### src/hw/rtl/agrs_pkg.sv
// ----------------------------------------------------------------------------
// agrs_pkg
// Shared types and constants of the alignment gap-run segmenter.
// ----------------------------------------------------------------------------
package agrs_pkg;

  localparam int unsigned DEFAULT_COLUMN_BITS = 20;
  localparam int unsigned REGION_W            = 20;
  localparam int unsigned COORD_W             = 32;
  localparam int unsigned POS_W               = 33;
  localparam int unsigned CHAR_W              = 8;
  localparam int unsigned CFG_W               = 32;
  localparam int unsigned CFG_ADDR_W          = 3;

  localparam logic [CHAR_W-1:0] GAP_CHAR = 8'd45;

  typedef enum logic [CFG_ADDR_W-1:0] {
    CFG_REF_START        = 3'd0,
    CFG_REF_SRC_LEN      = 3'd1,
    CFG_REF_REVERSE      = 3'd2,
    CFG_OTHER_START      = 3'd3,
    CFG_OTHER_SRC_LEN    = 3'd4,
    CFG_OTHER_REVERSE    = 3'd5,
    CFG_REGION_FIRST     = 3'd6,
    CFG_REGION_LAST      = 3'd7
  } cfg_idx_t;

endpackage

### src/hw/rtl/agrs_tracker.sv
// ----------------------------------------------------------------------------
// agrs_tracker
// Column counters, gap counters, run state; flags columns closing a segment.
// ----------------------------------------------------------------------------
module agrs_tracker #(
  parameter int unsigned COLUMN_BITS = agrs_pkg::DEFAULT_COLUMN_BITS
) (
  input  logic                              clk,
  input  logic                              rst_n,
  input  logic                              step,
  input  logic [agrs_pkg::CHAR_W-1:0]       ref_char,
  input  logic [agrs_pkg::CHAR_W-1:0]       other_char,
  input  logic                              block_begin,
  input  logic [agrs_pkg::REGION_W-1:0]     region_first,
  input  logic [agrs_pkg::REGION_W-1:0]     region_last,
  output logic                              emit,
  output logic [COLUMN_BITS:0]              seg_len,
  output logic [COLUMN_BITS:0]              ref_local,
  output logic [COLUMN_BITS:0]              other_local
);
  import agrs_pkg::*;

  localparam int unsigned L_W   = COLUMN_BITS + 1;
  localparam int unsigned CMP_W = (COLUMN_BITS > REGION_W) ? COLUMN_BITS : REGION_W;

  logic [COLUMN_BITS-1:0] column_index_r, column_index_nxt;
  logic [L_W-1:0]         ref_gap_r, ref_gap_nxt;
  logic [L_W-1:0]         other_gap_r, other_gap_nxt;
  logic                   in_run_r, in_run_nxt;
  logic [L_W-1:0]         run_count_r, run_count_nxt;
  logic [L_W-1:0]         ref_start_r, ref_start_nxt;
  logic [L_W-1:0]         other_start_r, other_start_nxt;

  logic                   ref_gap, other_gap, in_region, is_last, run_open;
  logic [COLUMN_BITS-1:0] col;
  logic [CMP_W-1:0]       col_cmp, first_cmp, last_cmp;
  logic [L_W-1:0]         run_base, run_inc, ref_new, other_new;

  always_comb begin
    ref_gap   = (ref_char == GAP_CHAR);
    other_gap = (other_char == GAP_CHAR);
    col       = block_begin ? '0 : column_index_r;
    run_open  = block_begin ? 1'b0 : in_run_r;
    run_base  = block_begin ? '0 : run_count_r;

    ref_gap_nxt   = (block_begin ? '0 : ref_gap_r) + L_W'(ref_gap);
    other_gap_nxt = (block_begin ? '0 : other_gap_r) + L_W'(other_gap);

    col_cmp   = CMP_W'(col);
    first_cmp = CMP_W'(region_first);
    last_cmp  = CMP_W'(region_last);
    in_region = (first_cmp <= col_cmp) && (col_cmp <= last_cmp);
    is_last   = (col_cmp == last_cmp);

    ref_new   = L_W'(col) - ref_gap_nxt;
    other_new = L_W'(col) - other_gap_nxt;
    run_inc   = (run_open ? run_base : '0) + L_W'(1);

    column_index_nxt = col + COLUMN_BITS'(1);
    in_run_nxt       = run_open;
    run_count_nxt    = run_base;
    ref_start_nxt    = ref_start_r;
    other_start_nxt  = other_start_r;
    emit             = 1'b0;
    seg_len          = run_base;
    ref_local        = ref_start_r;
    other_local      = other_start_r;

    if (in_region) begin
      if (other_gap) begin
        emit          = run_open;
        in_run_nxt    = 1'b0;
        run_count_nxt = '0;
      end else begin
        if (!run_open) begin
          ref_start_nxt   = ref_new;
          other_start_nxt = other_new;
        end
        ref_local     = ref_start_nxt;
        other_local   = other_start_nxt;
        seg_len       = run_inc;
        emit          = is_last;
        in_run_nxt    = !is_last;
        run_count_nxt = is_last ? '0 : run_inc;
      end
    end
  end

  always_ff @(posedge clk) begin
    if (!rst_n) begin
      column_index_r <= '0;
      ref_gap_r      <= '0;
      other_gap_r    <= '0;
      in_run_r       <= 1'b0;
      run_count_r    <= '0;
      ref_start_r    <= '0;
      other_start_r  <= '0;
    end else if (step) begin
      column_index_r <= column_index_nxt;
      ref_gap_r      <= ref_gap_nxt;
      other_gap_r    <= other_gap_nxt;
      in_run_r       <= in_run_nxt;
      run_count_r    <= run_count_nxt;
      ref_start_r    <= ref_start_nxt;
      other_start_r  <= other_start_nxt;
    end
  end

endmodule

### src/hw/rtl/alignment_gap_run_segmenter.sv
// ----------------------------------------------------------------------------
// alignment_gap_run_segmenter
// Output: a closed segment moves to the segment, then the output register.
// Throughput: one column per cycle while the result channel does not stall.
// Pipeline: input register, tracker/segment register, position/output register.
// Reset: synchronous; clears counters, run state, config and valid registers.
// ----------------------------------------------------------------------------
module alignment_gap_run_segmenter #(
  parameter int unsigned COLUMN_BITS = agrs_pkg::DEFAULT_COLUMN_BITS
) (
  input  logic                                 clk,
  input  logic                                 rst_n,
  input  logic                                 cfg_we,
  input  logic [agrs_pkg::CFG_ADDR_W-1:0]      cfg_addr,
  input  logic [agrs_pkg::CFG_W-1:0]           cfg_wdata,
  input  logic                                 in_valid,
  output logic                                 in_ready,
  input  logic [agrs_pkg::CHAR_W-1:0]          in_ref_char,
  input  logic [agrs_pkg::CHAR_W-1:0]          in_other_char,
  input  logic                                 in_block_begin,
  output logic                                 out_valid,
  input  logic                                 out_ready,
  output logic signed [agrs_pkg::POS_W-1:0]    out_ref_position,
  output logic signed [agrs_pkg::POS_W-1:0]    out_other_position,
  output logic [COLUMN_BITS:0]                 out_run_length,
  output logic                                 out_same_orientation
);
  import agrs_pkg::*;

  localparam int unsigned L_W = COLUMN_BITS + 1;

  logic [COORD_W-1:0]  ref_start_r, ref_len_r, other_start_r, other_len_r;
  logic                ref_rev_r, other_rev_r;
  logic [REGION_W-1:0] region_first_r, region_last_r;
  logic [POS_W-1:0]    ref_base_r, other_base_r;

  logic                in_valid_r;
  logic [CHAR_W-1:0]   ref_char_r, other_char_r;
  logic                begin_r;

  logic                seg_valid_r;
  logic [L_W-1:0]      seg_len_r, seg_ref_r, seg_other_r;

  logic                out_valid_r;
  logic [POS_W-1:0]    out_ref_pos_r, out_other_pos_r;
  logic [L_W-1:0]      out_len_r;
  logic                out_same_r;

  logic                out_load, seg_load, step, emit;
  logic [L_W-1:0]      trk_len, trk_ref, trk_other;
  logic [POS_W-1:0]    ref_c, other_c, len_ext, ref_pos_nxt, other_pos_nxt;

  always_ff @(posedge clk) begin
    if (!rst_n) begin
      ref_start_r    <= '0;
      ref_len_r      <= '0;
      ref_rev_r      <= 1'b0;
      other_start_r  <= '0;
      other_len_r    <= '0;
      other_rev_r    <= 1'b0;
      region_first_r <= '0;
      region_last_r  <= '0;
    end else if (cfg_we) begin
      case (cfg_idx_t'(cfg_addr))
        CFG_REF_START:     ref_start_r    <= cfg_wdata[COORD_W-1:0];
        CFG_REF_SRC_LEN:   ref_len_r      <= cfg_wdata[COORD_W-1:0];
        CFG_REF_REVERSE:   ref_rev_r      <= cfg_wdata[0];
        CFG_OTHER_START:   other_start_r  <= cfg_wdata[COORD_W-1:0];
        CFG_OTHER_SRC_LEN: other_len_r    <= cfg_wdata[COORD_W-1:0];
        CFG_OTHER_REVERSE: other_rev_r    <= cfg_wdata[0];
        CFG_REGION_FIRST:  region_first_r <= cfg_wdata[REGION_W-1:0];
        CFG_REGION_LAST:   region_last_r  <= cfg_wdata[REGION_W-1:0];
        default: ;
      endcase
    end
  end

  // precompute strand base: start, or source length minus start
  always_ff @(posedge clk) begin
    ref_base_r   <= ref_rev_r ? (POS_W'(ref_len_r) - POS_W'(ref_start_r))
                              : POS_W'(ref_start_r);
    other_base_r <= other_rev_r ? (POS_W'(other_len_r) - POS_W'(other_start_r))
                                : POS_W'(other_start_r);
  end

  assign out_load = !out_valid_r || out_ready;
  assign seg_load = !seg_valid_r || out_load;
  assign in_ready = !in_valid_r || seg_load;
  assign step     = in_valid_r && seg_load;

  agrs_tracker #(
    .COLUMN_BITS (COLUMN_BITS)
  ) u_tracker (
    .clk          (clk),
    .rst_n        (rst_n),
    .step         (step),
    .ref_char     (ref_char_r),
    .other_char   (other_char_r),
    .block_begin  (begin_r),
    .region_first (region_first_r),
    .region_last  (region_last_r),
    .emit         (emit),
    .seg_len      (trk_len),
    .ref_local    (trk_ref),
    .other_local  (trk_other)
  );

  always_comb begin
    ref_c         = POS_W'($signed(seg_ref_r));
    other_c       = POS_W'($signed(seg_other_r));
    len_ext       = POS_W'(seg_len_r);
    ref_pos_nxt   = ref_rev_r ? (ref_base_r - len_ext - ref_c) : (ref_base_r + ref_c);
    other_pos_nxt = other_rev_r ? (other_base_r - len_ext - other_c)
                                : (other_base_r + other_c);
  end

  always_ff @(posedge clk) begin
    if (!rst_n) begin
      in_valid_r  <= 1'b0;
      seg_valid_r <= 1'b0;
      out_valid_r <= 1'b0;
    end else begin
      if (in_ready) begin
        in_valid_r <= in_valid;
      end
      if (seg_load) begin
        seg_valid_r <= step && emit;
      end
      if (out_load) begin
        out_valid_r <= seg_valid_r;
      end
    end
  end

  always_ff @(posedge clk) begin
    if (in_ready && in_valid) begin
      ref_char_r   <= in_ref_char;
      other_char_r <= in_other_char;
      begin_r      <= in_block_begin;
    end
    if (step && emit) begin
      seg_len_r   <= trk_len;
      seg_ref_r   <= trk_ref;
      seg_other_r <= trk_other;
    end
    if (out_load && seg_valid_r) begin
      out_ref_pos_r   <= ref_pos_nxt;
      out_other_pos_r <= other_pos_nxt;
      out_len_r       <= seg_len_r;
      out_same_r      <= (ref_rev_r == other_rev_r);
    end
  end

  assign out_valid            = out_valid_r;
  assign out_ref_position     = $signed(out_ref_pos_r);
  assign out_other_position   = $signed(out_other_pos_r);
  assign out_run_length       = out_len_r;
  assign out_same_orientation = out_same_r;

endmodule

### config.mk
export PLATFORM = sky130hd
export DESIGN_NAME = alignment_gap_run_segmenter
export DESIGN_NICKNAME = d
export VERILOG_FILES = /design/src/hw/rtl/agrs_pkg.sv /design/src/hw/rtl/agrs_tracker.sv /design/src/hw/rtl/alignment_gap_run_segmenter.sv
export SDC_FILE = /design/constraint.sdc
export NUM_CORES = 2
export LEC_CHECK = 0
export BUFFER_PORTS_ARGS = -buffer_cell sky130_fd_sc_hd__buf_2
export CAP_MARGIN = 20
export CORE_MARGIN = 2
export CORE_UTILIZATION = 50
export CTS_BUF_LIST = sky130_fd_sc_hd__clkbuf_2 sky130_fd_sc_hd__clkbuf_4 sky130_fd_sc_hd__clkbuf_8
export DETAILED_ROUTE_END_ITERATION = 8
export PLACE_DENSITY = 0.67
export SLEW_MARGIN = 10
export SYNTH_ARGS = -nofsm -noshare
export SYNTH_HDL_FRONTEND = slang
export SYNTH_SLANG_ARGS = --single-unit
### constraint.sdc
create_clock -name clk -period 16.95 [get_ports clk]
set_clock_uncertainty 0.15 [all_clocks]
set_input_delay 5.085 -clock clk [delete_from_list [all_inputs] [get_ports clk]]
set_output_delay 5.085 -clock clk [all_outputs]
set_load 0.02 [all_outputs]
==> impl_metrics.yaml <==
status:
  status: "completed"
floorplanning:
  core.rowCount: 99
  die_height_um: 274
  pin_count: 147
  fp.coreArea_mm2: 0.0726
  floorplan.initialDensity: 0.503
  die_width_um: 274
  dieArea_mm2: 0.0752
clock_tree:
  tritoncts: "yes"
  clk_pin_slew_worst_paths_ns: 0.06
  clock_sink_count: 533
  post-cts-setup-buffer-count: 0
  cts_inserted_buffers: 94
  cts-resized-gates: 0
  cts-root-buf: "sky130_fd_sc_hd__clkbuf_8"
  worstSkewPairLatency_ns: 0.71
  hold_buffer_count_at_cts: 0
  h-tree-depth: 3
  max-clock-path-buffers: 3
global_routing:
  grt_use_met2: 0.453
  grt_most_used_layer: "met2"
  grt_pass1_wl_um: 159000
  grt_antenna_before_repair: 3
  grt_overflow: 0
  global_route.usage.met1: 0.345
  first_global_vias: 28927
  grt_start_max_net_pins: 111
  globalRouteMet3Util: 0.0320
  global_route.usage.total: 0.269
sta:
  max_freq_mhz: 89.6
  timing.final.crit_period_ns: 11.16
  setup_viol: 0
  max_slew.worst_pin.slew_ns: 1.07
  final.setup.tns_ns: 0
  final.hold.worst_slack_ns: 0.297
  hold_viol_final: 0
  slew_viol_final: 0
  period_share: 0.659
  grt_setup_unrepaired: "no"
  timing.max_slew.rel_slack: 0.286
route:
  drt-total-wl_um: 103000
  postRouteAntennaNets: 0
  initialDrtViolationCount: 2269
  firstDrtPassIters: 9
  via_per_inst: 5.66
  route.detailed.wl_per_inst_um: 18.5
  route.detailed.drc: 0
  routed-via-count: 31570
synth:
  async_reset_ff_frac: 0
  synthesized_net_count: 4859
  post_synth.cell_area_avg_um2: 8.16
  post-synth-top-area-cell: "sky130_fd_sc_hd__dfxtp_1"
  dominantRegCellSynth: "sky130_fd_sc_hd__dfxtp_1"
  post_synth_inst_count: 4475
  netlist_area_before_placement_mm2: 0.0365
  number_of_synthesized_flops_with_an_enable_pin: 168
  synth.area.top_cells: "sky130_fd_sc_hd__dfxtp_1 (20%), sky130_fd_sc_hd__edfxtp_1 (14%), sky130_fd_sc_hd__ha_1 (9.6%), sky130_fd_sc_hd__nand2_1 (7.2%), sky130_fd_sc_hd__a21oi_1 (6.6%)"
  synth-seq-area-share: 0.338
  synth_seq_cells: 533
  synthesis.yosys.warnings: 0
  yosys.area.top_type_share: 0.200
  yosys.cell_types.count: 112
power_and_ir_drop:
  combPwrFrac: 0.224
  vdd.ir_drop.worst_v: 0.0000568
  seqPwrFrac: 0.410
  power_leakage_nw: 16.1
  share_clk_of_total_power: 0.366
  internal_power_w: 0.00234
  power.density_cell_area_mw_per_mm2: 86.0
  sw_frac_of_total: 0.316
  switching_power_w: 0.00108
cells_and_area:
  layout_common_cells: "sky130_fd_sc_hd__nand2_1 (699), sky130_fd_sc_hd__a21oi_1 (482), sky130_fd_sc_hd__dfxtp_1 (363)"
  final.fill_count: 6862
  share_of_layout_cells_above_drive_strength_1: 0.0988
  area.growth.synth_to_final_pct: 9.04
  most_common_cell_after_layout_fill_and_taps_aside: "sky130_fd_sc_hd__nand2_1"
  final_design_area_no_fill_mm2: 0.0398
  nNetsFinal: 4923
critical_path:
  criticalPathCategory: "in -> out"
  rr_endpoint: "u_tracker.run_count_r[5]$_SDFFE_PN0P_"
  rrSetupSlack_ns: 11.01
  crit-reg2reg-launch: "begin_r$_DFFE_PP_"
  cell_with_the_largest_stage_delay_on_the_worst_path: "sky130_fd_sc_hd__nor2b_1"
  cp-startpoint: "out_ready"
  endpoint_kind: "output pin"
  ff2ff_path_depth: 15
  critical_path.most_common_cell: "sky130_fd_sc_hd__buf_2"
  cp_slowest_stage_delay_ns: 0.29
  cp-endpoint: "in_ready"
  cp_data_arrival_time_ns: 5.93
  crit_path_cell_trace: "buf_2 > nor2b_1 > and2_1 > nand2_1 > buf_2"
  timing.critical_path.required_ns: 11.72
  crit_fanout: 4
  setup.worst_path.start_class: "input port"
worst_hold_path:
  hold_path_class: "reg -> reg"
job:
  max-cap-violations: 0
placed_design:
  dpl_cell_area_mm2: 0.0378
  input_output_buffers: 146
  routabilityCongestion: 0.940
  dp_hpwl_um: 76600
## layout make-up
class	count	area, um^2	share of cell area
inverters	322	1220	0.0306
multi-input cells	3412	22100	0.555
flip-flops and latches	533	12400	0.311
clock buffers	139	1700	0.0427
repair buffers	176	956	0.0240
well taps	959	1200	0.0301
diodes	2	5.00	0.000126
clock inverters	35	270	0.00679
## how the worst min path moves through the flow
stage                             from                           end  slack, ns  depth (start not counted)
6_report       seg_len_r[18]$_DFFE_PP_  out_run_length[18]$_DFFE_PP_       0.30                          0
5_1_grt        seg_len_r[16]$_DFFE_PP_  out_run_length[16]$_DFFE_PP_       0.31                          0
4_1_cts        seg_len_r[18]$_DFFE_PP_  out_run_length[18]$_DFFE_PP_       0.30                          0
3_5_place_dp   seg_len_r[13]$_DFFE_PP_  out_run_length[13]$_DFFE_PP_       0.29                          0
3_3_place_gp   seg_len_r[15]$_DFFE_PP_  out_run_length[15]$_DFFE_PP_       0.28                          0
2_1_floorplan   seg_len_r[0]$_DFFE_PP_   out_run_length[0]$_DFFE_PP_       0.28                          0
## worst max-delay path: cells and delay by family
kind	cells	cell delay, ns
buffers and inverters	2	0.25
and+or+nand+nor	3	0.59
## per-stage QoR
| stage | util | total power [W] | setup WS (ns) | instances |
|---|---|---|---|---|
| final | 0.548 | 0.00342 | 5.79 | 5578 |
| after CTS | 0.548 | 0.00345 | 5.78 | 5576 |
| after detailed placement | 0.521 | 0.00219 | 5.78 | 5402 |
| after floorplan | - | 0.00199 | 6.12 | 4475 |
| after global routing | 0.548 | 0.00360 | 5.70 | 5578 |
| after global placement | 0.521 | 0.00218 | 5.77 | 5402 |
## power groups by stage
stage          Clock (W)  Combinational [W]  Sequential (W)
2_1_floorplan          0           0.000559         0.00143
3_3_place_gp           0           0.000747         0.00143
3_5_place_dp           0           0.000755         0.00143
4_1_cts          0.00129           0.000760         0.00141
5_1_grt          0.00134           0.000846         0.00141
6_report         0.00125           0.000766         0.00141
## synth_stat cells (9+ instances only)
library cell / instances
sky130_fd_sc_hd__o21ai_1: 20
sky130_fd_sc_hd__a211oi_1: 34
sky130_fd_sc_hd__dfxtp_1: 365
sky130_fd_sc_hd__inv_1: 319
sky130_fd_sc_hd__mux2_2: 22
sky130_fd_sc_hd__nor3_1: 71
sky130_fd_sc_hd__a31oi_1: 39
sky130_fd_sc_hd__nand3_1: 87
sky130_fd_sc_hd__nand2b_1: 55
sky130_fd_sc_hd__or2_2: 20
sky130_fd_sc_hd__edfxtp_1: 168
sky130_fd_sc_hd__a22oi_1: 20
sky130_fd_sc_hd__nor4_1: 15
sky130_fd_sc_hd__o31a_1: 13
sky130_fd_sc_hd__nand2_1: 700
sky130_fd_sc_hd__buf_2: 28
sky130_fd_sc_hd__a21boi_0: 12
sky130_fd_sc_hd__fa_1: 48
sky130_fd_sc_hd__and4_1: 15
sky130_fd_sc_hd__o211ai_1: 23
sky130_fd_sc_hd__o21a_1: 44
sky130_fd_sc_hd__xnor2_1: 159
sky130_fd_sc_hd__mux2i_1: 28
sky130_fd_sc_hd__and3_1: 36
sky130_fd_sc_hd__nor2_1: 331
sky130_fd_sc_hd__clkbuf_1: 156
sky130_fd_sc_hd__o21ai_0: 247
sky130_fd_sc_hd__and2_1: 27
sky130_fd_sc_hd__buf_1: 13
sky130_fd_sc_hd__nand4_1: 39
sky130_fd_sc_hd__a21o_1: 98
sky130_fd_sc_hd__or3_1: 22
sky130_fd_sc_hd__xor2_1: 104
sky130_fd_sc_hd__a21oi_1: 482
sky130_fd_sc_hd__ha_1: 279
sky130_fd_sc_hd__nor2b_1: 47
sky130_fd_sc_hd__o31ai_1: 30
sky130_fd_sc_hd__o21bai_1: 26
sky130_fd_sc_hd__nor3b_1: 9
sky130_fd_sc_hd__o22ai_1: 21
## flip-flops by register name, indices dropped and copies added, names as in the netlist, 32 cells and up
name,count
ref_base_r,33
other_start_r,32
out_other_position,33
other_base_r,33
other_len_r,32
ref_start_r,32
ref_len_r,32
out_ref_position,33
## cell families (layout without fill, tap and decap cells)
kind of cell,after synthesis,count (layout),synth area share
fa+ha+maj,336,336,0.124
compound gates,1231,1231,0.208
flops,533,533,0.338
mux,50,50,0.0145
xor+xnor,266,266,0.0649
simple gates,1529,1529,0.192
buf+inv,530,672,0.0572
other cells,0,2,0
## metal layers
| layer | share of wire | wire length (um) |
|---|---|---|
| met1 | 0.43 | 44400 |
| met2 | 0.47 | 48900 |
| met3 | 0.050 | 5140 |
| met4 | 0.044 | 4560 |
| met5 | 0 | 0 |
No activity file was read; power rests on OpenSTA's default activity.
